--- src/rtl/assert_macros.svh ---
// assertion macros used by the rtl file lfu_cache_table.sv
`ifndef ASSERT_MACROS_SVH
`define ASSERT_MACROS_SVH

// same-cycle implication, off during reset
`define ASSERT_IMPL(name, clk, rst_n, ante, cons) \
	name: assert property (@(posedge clk) disable iff (!rst_n) (ante) |-> (cons)) \
		else $error("same-cycle implication failed");

// next-cycle implication, off during reset
`define ASSERT_NEXT(name, clk, rst_n, ante, cons) \
	name: assert property (@(posedge clk) disable iff (!rst_n) (ante) |=> (cons)) \
		else $error("next-cycle implication failed");

`endif

--- src/rtl/lfu_pkg.sv ---
// types and constants of the lfu cache table
`timescale 1ns / 1ps

package lfu_pkg;

	localparam int KEY_W   = 32;
	localparam int COUNT_W = 16;
	localparam int CAP_W   = 5;

	localparam logic [CAP_W-1:0]   CAP_RESET = 5'd16;
	localparam logic [COUNT_W-1:0] COUNT_MAX = 16'hFFFF;

	localparam logic OP_GET = 1'b0;
	localparam logic OP_SET = 1'b1;

	typedef struct packed {
		logic                    opcode;
		logic signed [KEY_W-1:0] lookup_key;
		logic signed [KEY_W-1:0] store_value;
	} lfu_req_t;

	typedef struct packed {
		logic                    found;
		logic signed [KEY_W-1:0] read_value;
	} lfu_rsp_t;

	typedef enum logic [2:0] {
		ST_IDLE,
		ST_SCAN,
		ST_SETTLE,
		ST_CHOOSE,
		ST_UPDATE,
		ST_RESULT
	} lfu_state_t;

	typedef struct packed {
		logic load_req;
		logic rd_en;
		logic upd_pass;
		logic load_out;
	} lfu_cmd_t;

	typedef struct packed {
		logic need_update;
		logic out_free;
	} lfu_sts_t;

endpackage

--- src/rtl/lfu_ctrl.sv ---
// sequencer for the search and rewrite sweeps of the lfu cache table
`timescale 1ns / 1ps

module lfu_ctrl #(
	parameter int ENTRIES = 16,
	localparam int IW = $clog2(ENTRIES > 1 ? ENTRIES : 2)
) (
	input  logic              clk,
	input  logic              arst_n,
	input  logic              in_valid,
	output logic              in_stall,
	input  lfu_pkg::lfu_sts_t sts,
	output lfu_pkg::lfu_cmd_t cmd,
	output logic [IW-1:0]     addr
);
	import lfu_pkg::*;

	localparam logic [IW-1:0] LAST_IDX = IW'(ENTRIES - 1);

	lfu_state_t    state_q, state_d;
	logic [IW-1:0] idx_q, idx_d;
	logic          last;

	assign last = (idx_q == LAST_IDX);
	assign addr = idx_q;

	always_ff @(posedge clk or negedge arst_n) begin
		if (!arst_n) begin
			state_q <= ST_IDLE;
			idx_q   <= '0;
		end else begin
			state_q <= state_d;
			idx_q   <= idx_d;
		end
	end

	always_comb begin
		state_d  = state_q;
		idx_d    = idx_q;
		cmd      = '0;
		in_stall = 1'b1;
		case (state_q)
			ST_IDLE: begin
				in_stall = 1'b0;
				if (in_valid) begin
					cmd.load_req = 1'b1;
					idx_d        = '0;
					state_d      = ST_SCAN;
				end
			end
			ST_SCAN: begin
				cmd.rd_en = 1'b1;
				if (last) begin
					idx_d   = '0;
					state_d = ST_SETTLE;
				end else begin
					idx_d = idx_q + 1'b1;
				end
			end
			ST_SETTLE: begin
				state_d = ST_CHOOSE;
			end
			ST_CHOOSE: begin
				state_d = sts.need_update ? ST_UPDATE : ST_RESULT;
			end
			ST_UPDATE: begin
				cmd.rd_en    = 1'b1;
				cmd.upd_pass = 1'b1;
				if (last) begin
					idx_d   = '0;
					state_d = ST_RESULT;
				end else begin
					idx_d = idx_q + 1'b1;
				end
			end
			ST_RESULT: begin
				if (sts.out_free) begin
					cmd.load_out = 1'b1;
					state_d      = ST_IDLE;
				end
			end
			default: begin
				state_d = ST_IDLE;
			end
		endcase
	end

endmodule

--- src/rtl/lfu_dpath.sv ---
// entry memory, search accumulators, rank rewrite and result register
`timescale 1ns / 1ps

module lfu_dpath #(
	parameter int ENTRIES = 16,
	localparam int IW = $clog2(ENTRIES > 1 ? ENTRIES : 2)
) (
	input  logic                      clk,
	input  logic                      arst_n,
	input  lfu_pkg::lfu_cmd_t         cmd,
	input  logic [IW-1:0]             addr,
	input  logic                      cfg_wr_en,
	input  logic [lfu_pkg::CAP_W-1:0] cfg_wr_data,
	input  lfu_pkg::lfu_req_t         in_data,
	output logic                      out_valid,
	input  logic                      out_stall,
	output lfu_pkg::lfu_rsp_t         out_data,
	output lfu_pkg::lfu_sts_t         sts
);
	import lfu_pkg::*;

	localparam int CW = $clog2(ENTRIES + 1);
	localparam int OW = (CW > CAP_W) ? CW : CAP_W;
	localparam logic [OW-1:0] ENT_EXT = OW'(ENTRIES);

	typedef struct packed {
		logic [KEY_W-1:0]   key;
		logic [KEY_W-1:0]   value;
		logic [COUNT_W-1:0] count;
		logic [IW-1:0]      rank;
	} ent_t;

	ent_t ent_q [ENTRIES];

	logic [CAP_W-1:0]   cap_q;
	logic [OW-1:0]      req_cap_q;
	lfu_req_t           req_q;
	logic [CW-1:0]      occ_q;
	logic [ENTRIES-1:0] valid_q;

	ent_t          rd_data_s1;
	logic          rd_vld_s1;
	logic          rd_pass_s1;
	logic [IW-1:0] rd_idx_s1;

	logic               hit_q;
	logic [IW-1:0]      hit_idx_q;
	logic [KEY_W-1:0]   hit_val_q;
	logic [IW-1:0]      hit_rank_q;
	logic               vic_found_q;
	logic [IW-1:0]      vic_idx_q;
	logic [COUNT_W-1:0] vic_cnt_q;
	logic [IW-1:0]      vic_rank_q;
	logic               ff_found_q;
	logic [IW-1:0]      ff_idx_q;

	logic          out_valid_q;
	lfu_rsp_t      out_q;

	logic          cap_eff_zero;
	logic          is_set;
	logic          do_touch;
	logic          do_evict;
	logic          do_insert;
	logic          slot_ok;
	logic [IW-1:0] slot_idx;
	logic [OW-1:0] cap_in_ext;
	logic [OW-1:0] cap_in_eff;

	logic          cur_valid;
	logic          scan_step;
	logic          upd_step;
	logic          key_eq;
	logic          better_vic;
	logic          rank_gt;
	logic          wr_en;
	ent_t          wr_data;
	logic          set_valid;
	logic          clr_valid;

	// configuration register
	always_ff @(posedge clk or negedge arst_n) begin
		if (!arst_n) begin
			cap_q <= CAP_RESET;
		end else if (cfg_wr_en) begin
			cap_q <= cfg_wr_data;
		end
	end

	assign cap_in_ext = OW'(cap_q);
	assign cap_in_eff = (cap_in_ext > ENT_EXT) ? ENT_EXT : cap_in_ext;

	// request capture
	always_ff @(posedge clk) begin
		if (cmd.load_req) begin
			req_q     <= in_data;
			req_cap_q <= cap_in_eff;
		end
	end

	// entry memory, one read and one write port
	always_ff @(posedge clk) begin
		if (cmd.rd_en) begin
			rd_data_s1 <= ent_q[addr];
		end
		if (wr_en) begin
			ent_q[rd_idx_s1] <= wr_data;
		end
	end

	always_ff @(posedge clk or negedge arst_n) begin
		if (!arst_n) begin
			rd_vld_s1  <= 1'b0;
			rd_pass_s1 <= 1'b0;
			rd_idx_s1  <= '0;
		end else begin
			rd_vld_s1  <= cmd.rd_en;
			rd_pass_s1 <= cmd.upd_pass;
			rd_idx_s1  <= addr;
		end
	end

	assign cur_valid = valid_q[rd_idx_s1];
	assign scan_step = rd_vld_s1 && !rd_pass_s1;
	assign upd_step  = rd_vld_s1 && rd_pass_s1;
	assign key_eq    = (rd_data_s1.key == $unsigned(req_q.lookup_key));
	assign better_vic = !vic_found_q || (rd_data_s1.count < vic_cnt_q) ||
		((rd_data_s1.count == vic_cnt_q) && (rd_data_s1.rank > vic_rank_q));

	// search sweep: key match, victim and first free slot
	always_ff @(posedge clk or negedge arst_n) begin
		if (!arst_n) begin
			hit_q       <= 1'b0;
			vic_found_q <= 1'b0;
			ff_found_q  <= 1'b0;
		end else if (cmd.load_req) begin
			hit_q       <= 1'b0;
			vic_found_q <= 1'b0;
			ff_found_q  <= 1'b0;
		end else if (scan_step) begin
			if (cur_valid && key_eq && !hit_q) begin
				hit_q <= 1'b1;
			end
			if (cur_valid && better_vic) begin
				vic_found_q <= 1'b1;
			end
			if (!cur_valid && !ff_found_q) begin
				ff_found_q <= 1'b1;
			end
		end
	end

	always_ff @(posedge clk) begin
		if (scan_step) begin
			if (cur_valid && key_eq && !hit_q) begin
				hit_idx_q  <= rd_idx_s1;
				hit_val_q  <= rd_data_s1.value;
				hit_rank_q <= rd_data_s1.rank;
			end
			if (cur_valid && better_vic) begin
				vic_idx_q  <= rd_idx_s1;
				vic_cnt_q  <= rd_data_s1.count;
				vic_rank_q <= rd_data_s1.rank;
			end
			if (!cur_valid && !ff_found_q) begin
				ff_idx_q <= rd_idx_s1;
			end
		end
	end

	// decision from the finished search
	assign is_set       = (req_q.opcode == OP_SET);
	assign cap_eff_zero = (req_cap_q == '0);
	assign do_touch     = hit_q && (!is_set || !cap_eff_zero);
	assign do_evict     = is_set && !hit_q && !cap_eff_zero && vic_found_q &&
		(OW'(occ_q) >= req_cap_q);
	assign slot_ok      = do_evict || ff_found_q;
	assign slot_idx     = (do_evict && !(ff_found_q && (ff_idx_q < vic_idx_q))) ?
		vic_idx_q : ff_idx_q;
	assign do_insert    = is_set && !hit_q && !cap_eff_zero && slot_ok;
	assign rank_gt      = do_evict && (rd_data_s1.rank > vic_rank_q);

	// rewrite sweep
	always_comb begin
		wr_en     = 1'b0;
		wr_data   = rd_data_s1;
		set_valid = 1'b0;
		clr_valid = 1'b0;
		if (upd_step) begin
			if (do_touch) begin
				if (cur_valid) begin
					wr_en = 1'b1;
					if (rd_idx_s1 == hit_idx_q) begin
						wr_data.rank  = '0;
						wr_data.count = (rd_data_s1.count == COUNT_MAX) ?
							COUNT_MAX : rd_data_s1.count + 1'b1;
						if (is_set) begin
							wr_data.value = $unsigned(req_q.store_value);
						end
					end else if (rd_data_s1.rank < hit_rank_q) begin
						wr_data.rank = rd_data_s1.rank + 1'b1;
					end
				end
			end else if (do_insert) begin
				if (rd_idx_s1 == slot_idx) begin
					wr_en         = 1'b1;
					set_valid     = 1'b1;
					wr_data.key   = $unsigned(req_q.lookup_key);
					wr_data.value = $unsigned(req_q.store_value);
					wr_data.count = COUNT_W'(1);
					wr_data.rank  = '0;
				end else if (cur_valid && do_evict && (rd_idx_s1 == vic_idx_q)) begin
					clr_valid = 1'b1;
				end else if (cur_valid) begin
					wr_en        = 1'b1;
					wr_data.rank = rd_data_s1.rank - IW'(rank_gt) + 1'b1;
				end
			end
		end
	end

	always_ff @(posedge clk or negedge arst_n) begin
		if (!arst_n) begin
			valid_q <= '0;
		end else if (set_valid) begin
			valid_q[rd_idx_s1] <= 1'b1;
		end else if (clr_valid) begin
			valid_q[rd_idx_s1] <= 1'b0;
		end
	end

	always_ff @(posedge clk or negedge arst_n) begin
		if (!arst_n) begin
			occ_q <= '0;
		end else if (cmd.load_out) begin
			occ_q <= occ_q + CW'(do_insert) - CW'(do_evict);
		end
	end

	// result register
	always_ff @(posedge clk or negedge arst_n) begin
		if (!arst_n) begin
			out_valid_q <= 1'b0;
		end else if (cmd.load_out) begin
			out_valid_q <= 1'b1;
		end else if (!out_stall) begin
			out_valid_q <= 1'b0;
		end
	end

	always_ff @(posedge clk) begin
		if (cmd.load_out) begin
			out_q.found      <= hit_q;
			out_q.read_value <= (!is_set && hit_q) ? $signed(hit_val_q) : '0;
		end
	end

	assign out_valid       = out_valid_q;
	assign out_data        = out_q;
	assign sts.need_update = do_touch || do_insert;
	assign sts.out_free    = !out_valid_q || !out_stall;

endmodule

--- src/rtl/lfu_cache_table.sv ---
// Key/value cache with least-frequently-used replacement and least-recent
// tie break, ENTRIES entries held in one entry memory with one read and one
// write port. Each request is swept over the memory once to find the key,
// the victim and the first free entry; a get hit, a set hit (capacity not
// zero) and an insert then sweep it a second time to rewrite values, use
// counts and recency ranks. One request is in flight at a time: a request
// that changes the table is swept twice, one that does not once, with one
// memory read per cycle. The result sits in an output register and is held
// while out_stall is high. The user must write capacity through cfg_wr_en /
// cfg_wr_data only while no request is in flight; the block itself does not
// enforce this.
`timescale 1ns / 1ps
`include "assert_macros.svh"

module lfu_cache_table #(
	parameter int ENTRIES = 16
) (
	input  logic                      clk,
	input  logic                      arst_n,
	input  logic                      in_valid,
	output logic                      in_stall,
	input  lfu_pkg::lfu_req_t         in_data,
	output logic                      out_valid,
	input  logic                      out_stall,
	output lfu_pkg::lfu_rsp_t         out_data,
	input  logic                      cfg_wr_en,
	input  logic [lfu_pkg::CAP_W-1:0] cfg_wr_data
);
	import lfu_pkg::*;

	localparam int IW = $clog2(ENTRIES > 1 ? ENTRIES : 2);

	lfu_cmd_t      cmd;
	lfu_sts_t      sts;
	logic [IW-1:0] addr;

	lfu_ctrl #(
		.ENTRIES(ENTRIES)
	) u_ctrl (
		.clk     (clk),
		.arst_n  (arst_n),
		.in_valid(in_valid),
		.in_stall(in_stall),
		.sts     (sts),
		.cmd     (cmd),
		.addr    (addr)
	);

	lfu_dpath #(
		.ENTRIES(ENTRIES)
	) u_dpath (
		.clk        (clk),
		.arst_n     (arst_n),
		.cmd        (cmd),
		.addr       (addr),
		.cfg_wr_en  (cfg_wr_en),
		.cfg_wr_data(cfg_wr_data),
		.in_data    (in_data),
		.out_valid  (out_valid),
		.out_stall  (out_stall),
		.out_data   (out_data),
		.sts        (sts)
	);

	`ASSERT_NEXT(a_busy_after_transfer, clk, arst_n, in_valid && !in_stall, in_stall)
	`ASSERT_IMPL(a_load_only_when_free, clk, arst_n, cmd.load_out, sts.out_free)
	`ASSERT_IMPL(a_rewrite_needed, clk, arst_n, cmd.rd_en && cmd.upd_pass, sts.need_update)
	`ASSERT_NEXT(a_result_shown, clk, arst_n, cmd.load_out, out_valid)

endmodule
--- config.mk ---
export PLATFORM = sky130hd
export DESIGN_NAME = lfu_cache_table
export DESIGN_NICKNAME = d
export VERILOG_FILES = /design/src/rtl/lfu_pkg.sv /design/src/rtl/lfu_ctrl.sv /design/src/rtl/lfu_dpath.sv /design/src/rtl/lfu_cache_table.sv
export VERILOG_INCLUDE_DIRS = /design/src /design/src/rtl
export SDC_FILE = /design/constraint.sdc
export NUM_CORES = 2
export LEC_CHECK = 0
export CORE_ASPECT_RATIO = 0.75
export CORE_MARGIN = 2
export CORE_UTILIZATION = 30
export CTS_CLUSTER_DIAMETER = 50
export DETAILED_ROUTE_END_ITERATION = 8
export DONT_BUFFER_PORTS = 1
export SYNTH_ARGS = -nofsm -noshare
export SYNTH_HDL_FRONTEND = slang
export SYNTH_SLANG_ARGS = --single-unit
--- constraint.sdc ---
create_clock -name clk -period 12.6 [get_ports clk]
set_clock_uncertainty 0.1 [all_clocks]
set_input_delay 1.89 -clock clk [delete_from_list [all_inputs] [get_ports clk]]
set_output_delay 1.89 -clock clk [all_outputs]
set_load 0.02 [all_outputs]
==> results <==
- Buffers added to address setup during post-CTS repair amount to 0.
- The number of antenna violations at the first check in global routing is 22.
- The number of enable flip-flop cells after synthesis is roughly 1600.
- The number of global-route vias before repair is ~32000.
- The run finished with clean final reports.
- The leading cell type in the layout, fill and taps excluded is edfxtp_1.
- The actual slew at the worst max-slew pin is 1.32 ns.
- The synthesized-area fraction occupied by adder cells is 0.848%.
- The biggest area contributor in the post-synthesis netlist is edfxtp_1.
- The number of buffers created by CTS is 166.
- A synthesized cell averages about 19 sq um.
- The number of distinct library cells after synthesis is 67.
- Of the total power, the share spent switching nets is 30.0%.
- The number of iterations in the first detailed-routing pass is 5.
- Global routing finished with a remaining overflow of 0.
- The cell area after synthesis is 64400 sq um.
- The fraction of power consumed by combinational cells is 22.8%.
- After detailed routing, the number of remaining DRC violations is 0.
- The async set-or-reset flop fraction in the synthesized netlist is 2.62%.
- Data arrives at the worst endpoint at between 5 and 6 ns.
- The tightest min-delay check is of the register to register type.
- Of the cells placed in the final design, the portion with a size suffix greater than 1 is 16.6%.
- The setup path with the least slack is of type register to register.
- The power spent charging and discharging nets is 4710 uW.
- Row generation in the floorplan step produced 147 rows.
- The insertion delay of the later-clocked pin in the worst-skew pair is between 0.8 and 0.9 ns.
- The TritonCTS clock tree is done.
- The synthesized netlist net count is 3552.
- The fmax is 183 MHz.
- The post-detailed-route count of antenna-violating nets is 0.
- Summing the areas of all compound-gate instances in the mapped netlist gives 5.73% of the synthesized area.
- The fraction of synthesized cell area taken by the top area cell type is about three quarters.
- Setup violations remaining at the end of the flow were counted as 0.
- In the layout the commonest cells are 1599 x edfxtp_1, 256 x mux2i_1, 200 x o21ai_0, 173 x mux4_2, 167 x clkbuf_16.
- The total count of max-transition violations in the final report is 0.
- The power density over the cells is 215 nW/um^2.
- Setup repair after global routing left no endpoint under its margin.
- The tool flagged a number of max-cap violations equal to 0.
- The data required time of the critical path is 12.89 ns.
- The final-layout setup total negative slack is 0 ns.
- After synthesis, the largest family of logic cells by area is multiplexers.
- Routability-driven placement finished with a final weighted congestion of 0.797.
- After detailed routing, the number of vias per cell comes to 5.02.
- The sequential share of power is 47.5%.
- The mux cell area share after synthesis is 12.7%.
- At the end of the flow, the number of nets in the layout was 3615.
- The worst-case setup margin in the final layout is roughly 7.1 ns.
- The deepest level of the CTS H-tree is 4.
- The post-cts hold buffer count is 0.
- The headroom to the max-slew limit is 12.1%.
- After clock tree synthesis, the clock-pin slew on the worst setup and hold paths is 0.06 ns.
- The routed design has 154000 microns of wire.
- The worst path uses approximately 43% of the clock period.
- The clock network accounts for 29.8% of the total power.
- The shortest period the worst path allows is ~5.5 ns.
- After synthesis the netlist holds a flip-flop and latch count of 1642.
- The core footprint is 214000 sq um.
- The largest buffer count on any clock path is 4.
- Yosys attributes the largest share of cell area to edfxtp_1 75%, mux4_2 6.1%, mux2i_1 4.0%.
- Counting every sink on the clock net gives 1642.
- The total via count in the routed design is 32403.
- The simple logic cell fraction of the synthesized area is 2.38%.
- Input and output buffers added on the ports amount to 0.
- The die covers roughly 220000 sq um.
- The xor and xnor fraction of the mapped netlist area is less than 1%.
- The most used flip-flop cell after synthesis is edfxtp_1.
- The worst setup path is launched from a register.
- The maximum fanout count along the critical path is 54.
- The horizontal die dimension is approximately 540 microns.
- The die height is just over 400 microns.
- The area growth from synthesis to layout is 13.5%.
- Synthesis produced 3434 cells.
- After detailed routing, the average wire length per cell comes to 23.9 microns.
- The all-layer global routing usage is 13.8%.
- Once detailed placement completed, the half-perimeter wirelength came to 81300 microns.
- The final-report hold violation count is 0.
- The sort of element at the end of the critical path is a register.
- The first global-routing pass estimated 224000 microns of wire.
- For this run, the register share of the synthesized area comes to 76.3%.
- The starting density of the core is a little under a third.
- The worst-case IR drop observed on VDD is about 170 uV.
- The cell at the root of the clock tree is clkbuf_16.
- Entering global routing, the biggest net connects roughly 120 pins.
- The internal cell power is around 11000 uW.
- The DRC marker count from the first detailed-route iteration is roughly 3500.
- The leakage power is 0.0231 uW.
- For this design the top-level I/O count stands at 110.
- The minimum setup slack after placement is 7.22 ns.
- The number of synthesis warnings is 0.
- The post-cts gate resize count is 0.
==> critical path, cell delays in order (launching register included) <==
cell	delay [ns]
edfxtp_1	0.39
inv_1	0.06
ha_1	0.28
a21o_1	0.11
a31oi_1	0.05
o21ai_0	0.57
and2_1	0.30
a311oi_1	0.17
a2111oi_4	0.69
a211oi_2	0.15
buf_4	0.27
nor4_2	0.30
buf_4	0.57
buf_4	0.85
==> layer usage <==
| layer | track usage [%] | part of all wire, % | up-vias |
|---|---|---|---|
| met5 | 0 | 0.023 | - |
| met2 | 20.0 | 43 | 1086 |
| met4 | 3.31 | 2.2 | 6 |
| met3 | 3.03 | 7.4 | 230 |
| met1 | 20.8 | 47 | 17006 |
| li1 | - | - | 14075 |
==> cells in the mapped netlist (all sizes together) (3+ instances only) <==
cell and n:
a211oi 3, a21o 8, a21oi 111, a221oi 86, a22oi 84, a31o 5
a31oi 9, and2 37, and3 3, buf 44, clkbuf 133, dfrtp 42
edfxtp 1599, ha 42, inv 48, mux2 154, mux2i 256, mux4 173
nand2 132, nand2b 10, nand3 19, nand4 11, nor2 38, nor2b 12
nor3 11, nor3b 3, nor4 28, o211a 3, o21ai 204, o22ai 4
o31ai 35, or2 4, or4 3, xnor2 15, xor2 35
==> registers in the layout, indices dropped and copies added, names as in the netlist, 3 cells and up, named ones only <==
register / flops
u_dpath.occ_q: 5
u_dpath.hit_idx_q: 4
u_dpath.req_q: 64
u_dpath.ent_q: 1344
u_dpath.vic_cnt_q: 16
u_dpath.vic_idx_q: 4
u_dpath.vic_rank_q: 4
u_dpath.rd_idx_s1: 4
u_dpath.ff_idx_q: 4
u_dpath.rd_data_s1: 84
u_dpath.req_cap_q: 5
u_ctrl.addr: 4
u_dpath.cap_in_ext: 5
u_ctrl.state_q: 3
u_dpath.out_data: 33
u_dpath.hit_rank_q: 4
u_dpath.hit_val_q: 32
==> final cells by class <==
class                      instances  area [sq um]
fill                           19878        141000
sequential                      1642         49100
multi-input combinational       1566         14600
clock buffer                     206          4340
tap                             2831          3540
clock inverter                    78           681
timing repair buffer              72           566
inverter                          49           184
antenna                            5          12.5
==> power groups by stage <==
stage               Sequential (uW)  Combinational, uW  Clock, uW
global route                   7500               3910       5000
finish                         7470               3580       4680
global placement               7580               3550          0
detailed placement             7580               3610          0
floorplan                      7390               2540          0
CTS                            7470               3620       4790
==> per-stage QoR <==
step	power, uW	instances	hold slack, ns	cell area (sq um)	utilization [%]
3_5_place_dp	11200	6160	0.330	68000	31.8
6_report	15700	6449	0.306	73000	34.2
2_1_floorplan	9920	3434	0.252	64400	-
5_1_grt	16400	6447	0.310	73000	34.2
3_3_place_gp	11100	6160	0.330	68000	31.8
4_1_cts	15900	6444	0.306	73000	34.2
==> path summary, 6_finish.rpt <==
path | startpoint | endpoint | slack (ns) | cells after the start
worst min register to register | u_dpath.rd_data_s1[51] | u_dpath.hit_val_q[31] | 0.31 | 0
min in group asynchronous | arst_n | u_dpath.cap_in_ext[0] | 0.69 | 0
worst max-delay path | u_dpath.req_cap_q[2] | u_dpath.ent_q[2][24] | 7.13 | 13
worst max register to register | u_dpath.req_cap_q[2] | u_dpath.ent_q[2][24] | 7.13 | 13
max in group asynchronous | arst_n | u_dpath.rd_idx_s1[1] | 11.53 | 0
worst min-delay path | u_dpath.rd_data_s1[51] | u_dpath.hit_val_q[31] | 0.31 | 0
==> logic make-up after synthesis <==
kind of cell / count (synthesis)
flops: 1642
mux: 583
xor+xnor: 50
compound gates: 574
simple gates: 316
fa+ha+maj: 43
buf+inv: 226
Power figures use the tool's default switching activity.
